===== src/utf8_to_utf16_strict_decoder_macros.svh =====
// assertion helpers for the utf-8 to utf-16 decoder
`ifndef UTF8_TO_UTF16_STRICT_DECODER_MACROS_SVH
`define UTF8_TO_UTF16_STRICT_DECODER_MACROS_SVH

// condition holds at every clock edge out of reset
`define U8U16_ASSERT_ALWAYS(label, cond, msg) \
    label: assert property (@(posedge clk) disable iff (!rst_n) (cond)) \
        else $error(msg);

// consequent holds in the cycle after the antecedent
`define U8U16_ASSERT_NEXT(label, ante, cons, msg) \
    label: assert property (@(posedge clk) disable iff (!rst_n) (ante) |=> (cons)) \
        else $error(msg);

`endif


===== src/u8u16_pkg.sv =====
package u8u16_pkg;

    localparam int unsigned MAX_UNITS_DEFAULT = 4096;
    localparam int unsigned CAP_W             = 12;
    localparam logic [CAP_W-1:0] CAP_RESET    = 12'hFFF;
    localparam int unsigned MAX_GROUP         = 4;

    localparam logic [15:0] UNIT_QMARK   = 16'h003F;
    localparam logic [15:0] UNIT_TERM    = 16'h0000;
    localparam logic [15:0] HI_SURR_BASE = 16'hD800;
    localparam logic [15:0] LO_SURR_BASE = 16'hDC00;
    localparam logic [20:0] CODE_MAX     = 21'h10FFFF;
    localparam logic [20:0] BMP_MAX      = 21'h00FFFF;
    localparam logic [20:0] SURR_LOW     = 21'h00D800;
    localparam logic [20:0] SURR_HIGH    = 21'h00DFFF;
    localparam logic [20:0] MIN_LEN2     = 21'h000080;
    localparam logic [20:0] MIN_LEN3     = 21'h000800;
    localparam logic [20:0] MIN_LEN4     = 21'h010000;

    typedef struct packed {
        logic [20:0] partial;
        logic [2:0]  needed;
        logic [1:0]  seen;
        logic        stopped;
    } dec_state_t;

    typedef struct packed {
        logic [2:0]                count;
        logic [MAX_GROUP-1:0][15:0] units;
    } unit_group_t;

endpackage


===== src/u8u16_step.sv =====
module u8u16_step
    import u8u16_pkg::*;
#(
    parameter int unsigned UW = $clog2(MAX_UNITS_DEFAULT)
) (
    input  dec_state_t    st,
    input  logic [UW-1:0] uw,
    input  logic [UW-1:0] cap,
    input  logic [7:0]    text_byte,
    output dec_state_t    st_next,
    output logic [UW-1:0] uw_next,
    output unit_group_t   group
);

    logic [UW-1:0] room;
    logic [2:0]    room3;
    logic          open_seq;
    logic          is_cont;
    logic [20:0]   code;
    logic [1:0]    seen_inc;
    logic          done;
    logic [20:0]   code_min;
    logic          bad_code;
    logic [20:0]   code_off;

    assign room     = (uw >= cap) ? '0 : cap - uw;
    assign room3    = (17'(room) >= 17'd4) ? 3'd4 : 3'(room);
    assign open_seq = (st.needed != 3'd0) && !st.stopped;
    assign is_cont  = (text_byte[7:6] == 2'b10);
    assign code     = {st.partial[14:0], text_byte[5:0]};
    assign seen_inc = st.seen + 2'd1;
    assign done     = ({1'b0, seen_inc} + 3'd1) >= st.needed;
    assign code_off = code - MIN_LEN4;

    always_comb
    begin
        case (st.needed)
            3'd2:    code_min = MIN_LEN2;
            3'd3:    code_min = MIN_LEN3;
            default: code_min = MIN_LEN4;
        endcase
    end

    assign bad_code = (code < code_min) || (code > CODE_MAX)
                   || ((code >= SURR_LOW) && (code <= SURR_HIGH));

    always_comb
    begin
        logic [2:0] bad_cnt;
        logic [2:0] n;
        logic       stop;
        logic       want_single;
        logic       want_pair;
        logic       want_fresh;

        st_next     = st;
        uw_next     = uw;
        group.units = '0;
        bad_cnt     = 3'd0;
        n           = 3'd0;
        stop        = st.stopped;
        want_single = 1'b0;
        want_pair   = 1'b0;
        want_fresh  = 1'b0;

        if (open_seq && is_cont)
        begin
            st_next.partial = code;
            st_next.seen    = seen_inc;
            if (done)
            begin
                st_next.needed  = 3'd0;
                st_next.seen    = 2'd0;
                st_next.partial = '0;
                if (bad_code)
                    bad_cnt = st.needed;
                else if (code > BMP_MAX)
                    want_pair = 1'b1;
                else
                    want_single = 1'b1;
            end
        end
        else
        begin
            if (open_seq)
            begin
                bad_cnt         = 3'd1 + {1'b0, st.seen};
                st_next.needed  = 3'd0;
                st_next.seen    = 2'd0;
                st_next.partial = '0;
            end
            want_fresh = 1'b1;
        end

        // held bytes flushed as question marks, cut at capacity
        if (bad_cnt != 3'd0)
        begin
            if (!stop)
            begin
                if (room3 >= bad_cnt)
                    n = bad_cnt;
                else
                begin
                    n    = room3;
                    stop = 1'b1;
                end
            end
        end
        for (int i = 0; i < MAX_GROUP; i++)
        begin
            if (3'(i) < n)
                group.units[i] = UNIT_QMARK;
        end

        if (want_single)
        begin
            if (stop || room3 == 3'd0)
                stop = 1'b1;
            else
            begin
                group.units[0] = code[15:0];
                n              = 3'd1;
            end
        end

        if (want_pair)
        begin
            if (stop || room3 < 3'd2)
                stop = 1'b1;
            else
            begin
                group.units[0] = HI_SURR_BASE + 16'(code_off[19:10]);
                group.units[1] = LO_SURR_BASE + 16'(code[9:0]);
                n              = 3'd2;
            end
        end

        if (want_fresh)
        begin
            if (stop)
                st_next.needed = 3'd0;
            if (text_byte == 8'h00)
            begin
                group.units[n[1:0]] = UNIT_TERM;
                n                   = n + 3'd1;
            end
            else if (stop || room3 <= n)
                stop = 1'b1;
            else if (text_byte < 8'h80)
            begin
                group.units[n[1:0]] = {8'h00, text_byte};
                n                   = n + 3'd1;
            end
            else if (text_byte inside {[8'hC2:8'hDF]})
            begin
                st_next.needed  = 3'd2;
                st_next.seen    = 2'd0;
                st_next.partial = 21'(text_byte[4:0]);
            end
            else if (text_byte inside {[8'hE0:8'hEF]})
            begin
                st_next.needed  = 3'd3;
                st_next.seen    = 2'd0;
                st_next.partial = 21'(text_byte[3:0]);
            end
            else if (text_byte inside {[8'hF0:8'hF4]})
            begin
                st_next.needed  = 3'd4;
                st_next.seen    = 2'd0;
                st_next.partial = 21'(text_byte[2:0]);
            end
            else
            begin
                group.units[n[1:0]] = UNIT_QMARK;
                n                   = n + 3'd1;
            end
        end

        st_next.stopped = stop;
        group.count     = n;

        if (want_fresh && text_byte == 8'h00)
        begin
            // terminator does not count against capacity; next string starts clean
            st_next = '0;
            uw_next = '0;
        end
        else
            uw_next = uw + UW'(n);
    end

endmodule


===== src/utf8_to_utf16_strict_decoder.sv =====
// latency: first code unit of a byte is offered in the cycle after the byte transfer
// throughput: one byte per cycle while each byte yields at most one code unit and unit_stall is low
// a byte yielding k units (up to 4) holds the input until the last of them transfers;
// the unit buffer drains one unit per cycle on the output port while unit_stall is low
// reset: rst_n clears decode state, units-written count, buffer count and index; capacity returns to 4095
module utf8_to_utf16_strict_decoder
    import u8u16_pkg::*;
#(
    parameter int unsigned MAX_UNITS = MAX_UNITS_DEFAULT
) (
    input  logic             clk,
    input  logic             rst_n,
    input  logic             cfg_wr_en,
    input  logic [CAP_W-1:0] cfg_wr_data,
    input  logic             text_valid,
    output logic             text_stall,
    input  logic [7:0]       text_byte,
    output logic             unit_valid,
    input  logic             unit_stall,
    output logic [15:0]      code_unit,
    output logic             last
);

`include "utf8_to_utf16_strict_decoder_macros.svh"

    localparam int unsigned UW  = $clog2(MAX_UNITS);
    localparam logic [16:0] LIM = 17'(MAX_UNITS - 1);

    logic [CAP_W-1:0] cap_reg;
    dec_state_t       state_reg, state_next;
    logic [UW-1:0]    uw_reg, uw_next;
    logic [2:0]       cnt_reg, cnt_next;
    logic [1:0]       idx_reg, idx_next;
    logic [MAX_GROUP-1:0][15:0] units_reg;

    logic [16:0]   cap_wide;
    logic [UW-1:0] cap_eff;
    unit_group_t   group;
    logic          text_xfer;
    logic          unit_xfer;

    assign cap_wide = 17'(cap_reg);
    assign cap_eff  = (cap_wide < LIM) ? cap_wide[UW-1:0] : LIM[UW-1:0];

    u8u16_step #(
        .UW (UW)
    ) u_step (
        .st        (state_reg),
        .uw        (uw_reg),
        .cap       (cap_eff),
        .text_byte (text_byte),
        .st_next   (state_next),
        .uw_next   (uw_next),
        .group     (group)
    );

    assign unit_valid = (cnt_reg != 3'd0);
    assign code_unit  = units_reg[idx_reg];
    assign last       = (3'(idx_reg) + 3'd1 == cnt_reg);
    assign unit_xfer  = unit_valid && !unit_stall;
    assign text_stall = unit_valid && !(unit_xfer && last);
    assign text_xfer  = text_valid && !text_stall;

    // unit buffer control
    always_comb
    begin
        cnt_next = cnt_reg;
        idx_next = idx_reg;
        if (text_xfer)
        begin
            cnt_next = group.count;
            idx_next = 2'd0;
        end
        else if (unit_xfer)
        begin
            if (last)
            begin
                cnt_next = 3'd0;
                idx_next = 2'd0;
            end
            else
                idx_next = idx_reg + 2'd1;
        end
    end

    always_ff @(posedge clk or negedge rst_n)
    begin
        if (!rst_n)
        begin
            cap_reg   <= CAP_RESET;
            state_reg <= '0;
            uw_reg    <= '0;
            cnt_reg   <= 3'd0;
            idx_reg   <= 2'd0;
        end
        else
        begin
            if (cfg_wr_en)
                cap_reg <= cfg_wr_data;
            if (text_xfer)
            begin
                state_reg <= state_next;
                uw_reg    <= uw_next;
            end
            cnt_reg <= cnt_next;
            idx_reg <= idx_next;
        end
    end

    always_ff @(posedge clk)
    begin
        if (text_xfer)
            units_reg <= group.units;
    end

    `U8U16_ASSERT_ALWAYS(a_cnt_range, cnt_reg <= 3'd4, "unit count above four")
    `U8U16_ASSERT_ALWAYS(a_uw_limit, 17'(uw_reg) <= LIM, "units written above limit")
    `U8U16_ASSERT_ALWAYS(a_open_not_stopped,
        (state_reg.needed == 3'd0) || !state_reg.stopped, "sequence open after stop")
    `U8U16_ASSERT_ALWAYS(a_accept_empty,
        !text_xfer || cnt_reg == 3'd0 || (unit_xfer && last), "transfer over pending units")
    `U8U16_ASSERT_NEXT(a_term_clears, text_xfer && text_byte == 8'h00,
        uw_reg == '0 && state_reg == '0 && cnt_reg != 3'd0, "terminator did not clear state")

endmodule

===== config.mk =====
export PLATFORM = sky130hd
export DESIGN_NAME = utf8_to_utf16_strict_decoder
export DESIGN_NICKNAME = d
export VERILOG_FILES = /design/src/u8u16_pkg.sv /design/src/u8u16_step.sv /design/src/utf8_to_utf16_strict_decoder.sv
export VERILOG_INCLUDE_DIRS = /design/src /design/src/src
export SDC_FILE = /design/constraint.sdc
export NUM_CORES = 1
export LEC_CHECK = 0
export BUFFER_PORTS_ARGS = -buffer_cell sky130_fd_sc_hd__buf_2
export CAP_MARGIN = 20
export CORE_ASPECT_RATIO = 2
export CORE_UTILIZATION = 56
export DETAILED_ROUTE_END_ITERATION = 10
export GPL_ROUTABILITY_DRIVEN = 0
export GPL_TIMING_DRIVEN = 0
export PLACE_DENSITY = 0.78
export SKIP_CTS_REPAIR_TIMING = 1
export SYNTH_ARGS = -nofsm -noshare
export SYNTH_HDL_FRONTEND = slang
export SYNTH_SLANG_ARGS = --single-unit

===== constraint.sdc =====
create_clock -name clk -period 6.8 [get_ports clk]
set_input_delay 0.68 -clock clk [delete_from_list [all_inputs] [get_ports clk]]
set_output_delay 0.68 -clock clk [all_outputs]
set_load 0.03 [all_outputs]

==> Word level (Yosys, flattened, before mapping) <==
Cells that the tools add are included.
{ "word_totals": {"rom_bits": 0, "mem_count": 0, "word_cells": 167, "inputBits": 25, "mem_bits_rw": 0, "latchBits": 0, "output_inout_bits": 19, "regBits": 120} }
{ "classes": {"n_shift": 0, "n_div": 0, "n_reduce_logical": 29, "eq_ne": 4, "mul": 0, "n_bitwise": 5, "add_sub_neg": 11, "n_lt_le_gt_ge": 26, "n_mux": 80} }
{ "op_table": {"columns": ["op", "count"], "rows": [
  ["$mux 64", 7],
  ["$mux 26", 10],
  ["$mux 3", 23],
  ["$and 54x64->64", 1],
  ["$bwmux 64", 1],
  ["$mux 16", 4],
  ["$mux 32", 2],
  ["$not 64->64", 1],
  ["$and 40x40->40", 1],
  ["$not 40->40", 1],
  ["$mux 12", 3],
  ["$pmux 17 s2", 1],
  ["$add 15x11->16 const A", 2],
  ["$bmux 16 s2", 1],
  ["$demux 16 s2", 1],
  ["$mux 27", 1],
  ["$ge 8x8->1 const B", 3],
  ["$le 8x8->1 const B", 3],
  ["$mux 6", 4],
  ["$or 24x24->24", 1],
  ["$ge 21x16->1 const B", 1],
  ["$gt 21x16->1 const B", 1],
  ["$gt 21x21->1 const B", 1],
  ["$le 21x16->1 const B", 1],
  ["32 further kinds", 80]
]} }

==> Longest topological paths before layout <==
{ "logic_depth": {"depth_word": 31, "ltp_mapped": 37, "ltp_nobuf": 37} }

==> By module <==
From an unflattened synthesis, not the netlist that was laid out.
{ "hier_totals": {"cells_unflattened": 748, "hier_area_um2": 8008.9} }
{ "modules_own_cells": {"columns": ["module", "seq_area_each_um2", "instances", "cells_each", "area_each_um2"], "rows": [
  ["utf8_to_utf16_strict_decoder", 3338.2, 1, 231, 4712.0],
  ["u8u16_step", 0.0, 1, 517, 3296.9]
]} }

==> Worst setup path after synthesis <==
Ideal clock, no wire load.
{ "synth_path": {"path_type": "register to register", "start": "register cap_reg[0]", "end": "register uw_reg[8]", "path_buffers": 0, "stages_incl_launch_ff": 37, "setup_slack_ps": -408, "arrival_time_ps": 7083, "period_less_slack_ps": 7208, "setup_time_ps": 126, "required_ps": 6674, "path_cell_list": "dfstp_2 > inv_1 > ha_1 > inv_1 > fa_1 > a211oi_1 > o21bai_1 > a2111o_1 > a21o_1 > and2_1 > nor4_4 > nor3b_1 > ha_1 > o21ai_0 > a21oi_1 > a21o_1 > a22oi_1 > or2_1 > inv_1 > ha_1 > nor2b_1 > o21ai_0 > inv_1 > o21ai_0 > a311oi_1 > and2_1 > nor2_1 > xor2_1 > ha_1 > inv_1 > fa_1 > nor2b_1 > o21ai_0 > nor2_1 > nand3_1 > xnor2_1 > nor2_1"} }
{ "synth_via": {"elab_chain_len": 26, "elab_cells_between_ends": 38, "classes_between": "add/sub: 3; order compare: 6; mux: 25; reduce/logical: 4"} }
{ "synth_rtl": {"columns": ["element", "line_no", "rtl"], "rows": [
  ["start: declaration", "utf8_to_utf16_strict_decoder.sv:29", "logic [CAP_W-1:0] cap_reg;"],
  ["start signal: assignment", "utf8_to_utf16_strict_decoder.sv:99", "cap_reg <= cfg_wr_data;"],
  ["$lt 12x12->1", "utf8_to_utf16_strict_decoder.sv:43", "assign cap_eff = (cap_wide < LIM) ? cap_wide[UW-1:0] : LIM[UW-1:0];"],
  ["$mux 12 (*)", "utf8_to_utf16_strict_decoder.sv:43", null],
  ["$sub 12x12->12 / $ge 12x12->1 (equally long branches)", "u8u16_step.sv:26", "assign room = (uw >= cap) ? '0 : cap - uw;"],
  ["$mux 12 (*)", "u8u16_step.sv:26", null],
  ["$ge 12x3->1", "u8u16_step.sv:27", "assign room3 = (17'(room) >= 17'd4) ? 3'd4 : 3'(room);"],
  ["$mux 3 (*)", "u8u16_step.sv:27", null],
  ["$ge 3x3->1", "u8u16_step.sv:100", "if (room3 >= bad_cnt)"],
  ["$mux 1", "u8u16_step.sv:100", null],
  ["(+10 left out)", null, null],
  ["$mux 3", "u8u16_step.sv:160", "else if (text_byte inside {[8'hE0:8'hEF]})"],
  ["$mux 3", "u8u16_step.sv:154", "else if (text_byte inside {[8'hC2:8'hDF]})"],
  ["$mux 3", "u8u16_step.sv:149", "else if (text_byte < 8'h80)"],
  ["$mux 3", "u8u16_step.sv:147", "else if (stop || room3 <= n)"],
  ["$mux 3", "u8u16_step.sv:142", "if (text_byte == 8'h00)"],
  ["$mux 3 (*)", "u8u16_step.sv:138", "if (want_fresh)"],
  ["$add 12x3->12 (*)", "u8u16_step.sv:189", "uw_next = uw + UW'(n);"],
  ["$mux 12 (*)", "u8u16_step.sv:182", "if (want_fresh && text_byte == 8'h00)"],
  ["end signal: assignment", "utf8_to_utf16_strict_decoder.sv:103", "uw_reg <= uw_next;"],
  ["end: declaration", "utf8_to_utf16_strict_decoder.sv:31", "logic [UW-1:0] uw_reg, uw_next;"]
]} }
Mark *: on every way between the ends. The rest lies on a longest branch, timed or not.
A chain may end at the register's enable or synchronous reset.

==> Worst setup path in the final report <==
{ "layout_path": {"start": "register uw_reg[0]", "end": "register uw_reg[10]"} }
{ "layout_via": {"elab_chain_len": 24, "elab_cells_between_ends": 36, "classes_between": "add/sub: 3; order compare: 5; mux: 24; reduce/logical: 4"} }
{ "layout_rtl": {"columns": ["element", "line_no", "rtl"], "rows": [
  ["$sub 12x12->12 / $ge 12x12->1 (equally long branches)", "u8u16_step.sv:26", null],
  ["$mux 12", "u8u16_step.sv:26", null],
  ["$ge 12x3->1", "u8u16_step.sv:27", null],
  ["$mux 3", "u8u16_step.sv:27", null],
  ["$ge 3x3->1", "u8u16_step.sv:100", null],
  ["$mux 1", "u8u16_step.sv:100", null],
  ["$mux 1", "u8u16_step.sv:98", "if (!stop)"],
  ["$mux 1", "u8u16_step.sv:96", "if (bad_cnt != 3'd0)"],
  ["(+8 left out)", null, null],
  ["$mux 3", "u8u16_step.sv:160", null],
  ["$mux 3", "u8u16_step.sv:154", null],
  ["$mux 3", "u8u16_step.sv:149", null],
  ["$mux 3", "u8u16_step.sv:147", null],
  ["$mux 3", "u8u16_step.sv:142", null],
  ["$mux 3", "u8u16_step.sv:138", null],
  ["$add 12x3->12 (*)", "u8u16_step.sv:189", null],
  ["$mux 12 (*)", "u8u16_step.sv:182", null]
]} }
Marked as above.

==> reports/qor.csv <==
stage;metric;value;unit
routing;via_per_inst;6.814;
yosys;post_synth_main_area_contributors;edfxtp_1 (20%), dfrtp_1 (15%), ha_1 (6.9%);
sta;timing.final.max_slew_violations;0;
clock_tree;cts-root-to-sink-buffers;2;
worst_setup_path;critical_path_rt;7.03;ns
finish;drive_gt1_share;25.81;%
yosys;avgSynthCellArea;9.635;sq um
finish;area_growth_syn_to_layout;19.79;%
status;violations_in_the_final_reports;negative setup slack;
clock_tree;tritoncts.num_buffers;9;
sta;rsz0062_at_grt;true;
worst_setup_path;cpPeakStageDelay;0.45;ns
finish;final_cell_count_no_fill;884;
worst_setup_path;end_kind;flop;
global_route;antenna_found_initial;0;
finish;fin_util;69.39;%
yosys;netlist_area;6340;sq um
sta;period_share;108.1;%
status;status;complete, but fails checks;
sta;fmax;136.0;MHz
clock_tree;root_buf_cell;clkbuf_16;
die;die_w;77.24;um
worst_setup_path;slowest_stage;a311oi_4;
finish;antenna_cells;0;
clock_tree;clkTransAtPathRegs;0.07;ns
placed_design;port_buffers;42;
yosys;ys_warn_count;0;
sta;hold_viol;0;
sta;postLayoutSetupSlackWorst;-0.5518;ns
die;floorplan.initialDensity;57.92;%
clock_tree;clock_tree_from_tritoncts;built;
die;floorplan.die.height;152.5;um
yosys;postSynthRegisterBits;93;
clock_tree;clock_sink_count;93;
yosys;synth.cells.most_frequent;nand2_1 (55), nor2_1 (50), inv_1 (45);
sta;finalWorstPathRequiredPeriod;7.352;ns
power;static-leakage-power;3.083;nW
worst_setup_path;cp_max_fo;7;
yosys;post-synth-top-count-cell;nand2_1;
global_route;grt_first_pass_wirelength;29990;um
yosys;dominantRegCellSynth;edfxtp_1;
sta;clock_skew;0.01087;ns
placed_design;place_ws;-1.148;ns
routing;detail-route-antenna-nets;0;
routing;vias;6024;
clock_tree;clkLatencyLatePin;0.36;ns
routing;wirelength;19540;um
yosys;post_synth_num_cell_types;74;
finish;largest_reg_flops;43;
sta;slew-limit-headroom;32.25;%
global_route;grt-ovfl-total;0;
worst_setup_path;critPathLaunchType;flop;
finish;nNetsFinal;801;
sta;setup_viol;11;
die;die_area;11780;sq um
yosys;post_synthesis_async_set_or_reset_flop_share;53.76;%
placed_design;dp_hpwl;13870;um
placed_design;dp_cells;843;
flow_run;drv_cap;0;
routing;drc;0;
die;floorplan.io_pins;44;
worst_hold_path;hold_path_class;input pin to async pin;
global_route;grt_pass1_vias;5823;
yosys;synth_cells;658;
power;max-vdd-ir-drop;0.2357;mV
worst_setup_path;worst-setup-path-type;flop to flop;
routing;average_wire_per_cell_in_the_routed_design;22.11;um
power;total_power_density_per_cell_area;383.6;nW/um^2
routing;drt_iter0_drc;647;
global_route;overall_global_routing_usage;33.54;%
yosys;synth-seq-area-share;40.34;%
die;floorplan.core_area;10950;sq um
yosys;synth_edf_count;43;
sta;transition_at_the_pin_with_the_smallest_max_transition_slack;1.009;ns
clock_tree;clock_tree.htree_level_count;3;
global_route;grt_start_max_net_pins;39;
yosys;synth_top_area_share;20.37;%
worst_setup_path;cp_data_arrival_time;7.58;ns
die;core.rowCount;54;
yosys;synth_top_cell_by_area;edfxtp_1;
routing;drt-pass1-iter-count;7;
report_power, final:
group	internal (W)	leakage, nW	total [W]	switching (W)
clock	0.000257	0.137	0.000499	0.000242
sequential	0.000782	1.04	0.000896	0.000114
combinational	0.000556	1.90	0.00152	0.000962
total	0.00160	3.08	0.00291	0.00132
kinds of logic after synthesis:
group / Yosys count / synth area share [%]
adders and majority gates: 37 / 7.539
AOI/OAI and AO/OA: 195 / 22.38
and+or+nand+nor: 222 / 17.96
xor gates and xnor gates: 12 / 1.658
other: 1 / 0.05915
muxes: 24 / 5.625
buffers and inverters: 74 / 4.440
DFF: 93 / 40.34
critical path: cells and delay by family (launching register included):
kind | cells | cell delay (ns)
compound gates | 12 | 2.71
fa+ha+maj | 6 | 1.80
simple gates | 9 | 1.21
buf+inv | 6 | 0.67
flops | 1 | 0.41
xor+xnor | 2 | 0.36
cell usage in the layout (no fill, tap or decap), drive strengths merged, types with 7 or more instances in the layout:
| master | netlist | final |
|---|---|---|
| nand2b | 10 | 10 |
| nand4 | 15 | 15 |
| a31oi | 10 | 10 |
| a22o | 15 | 15 |
| clkbuf | 21 | 28 |
| o21ai | 41 | 41 |
| inv | 45 | 50 |
| dfstp | 12 | 12 |
| mux2 | 13 | 13 |
| a21oi | 35 | 35 |
| edfxtp | 43 | 43 |
| xnor2 | 8 | 8 |
| and2 | 9 | 9 |
| or3 | 8 | 8 |
| nor3 | 19 | 19 |
| a21o | 20 | 20 |
| nor2 | 50 | 50 |
| mux4 | 8 | 8 |
| dfrtp | 38 | 38 |
| buf | 8 | 79 |
| and3 | 7 | 7 |
| o21a | 12 | 12 |
| ha | 35 | 35 |
| nor2b | 7 | 7 |
| nand2 | 55 | 55 |
| nand3 | 18 | 18 |
| o211ai | 12 | 12 |
metrics by stage:
stage               instance area [sq um]  hold slack, ns  TNS (ns)  total power, W
floorplan                            6380          0.3844         0        0.001821
global placement                     6765          0.4766    -9.634        0.002135
detailed placement                   6807          0.4810    -14.34        0.002195
CTS                                  7096          0.3445    -17.25        0.002688
global route                         7595          0.3714    -7.245        0.003051
finish                               7595          0.3200    -4.619        0.002914
layout make-up:
| cell class | instances | area, sq um |
|---|---|---|
| inverters | 45 | 168.9 |
| multi-input cells | 492 | 3845 |
| repair buffers | 71 | 452.9 |
| clock inverters | 7 | 63.81 |
| fillers | 808 | 3351 |
| clock buffers | 9 | 225.2 |
| flip-flops and latches | 93 | 2557 |
| well taps | 140 | 175.2 |
| plain buffers | 27 | 106.4 |
layer usage:
layer	vias to the layer above	share of wire (%)	track usage [%]	routed length [um]
li1	2617	-	-	-
met5	-	0	0	0
met2	401	52	60.47	10200
met4	0	9.4	23.54	1834
met1	2859	32	34.23	6235
met3	147	6.5	5.509	1270
path summary, 6_finish.rpt:
path                       slack (ns)  cells after the start                       end                    from
max                             -0.55                     35    uw_reg[10]$_DFFE_PN0P_   uw_reg[0]$_DFFE_PN0P_
max reg2reg                     -0.55                     35    uw_reg[10]$_DFFE_PN0P_   uw_reg[0]$_DFFE_PN0P_
max in group asynchronous        5.90                      2  state_reg[2]$_DFFE_PN0P_                   rst_n
min reg2reg                      0.50                      1    uw_reg[11]$_DFFE_PN0P_  uw_reg[11]$_DFFE_PN0P_
min in group clk                 0.50                      1    uw_reg[11]$_DFFE_PN0P_  uw_reg[11]$_DFFE_PN0P_
min                              0.32                      1    idx_reg[1]$_DFFE_PN0P_                   rst_n
No activity file was read; power rests on OpenSTA's default activity.
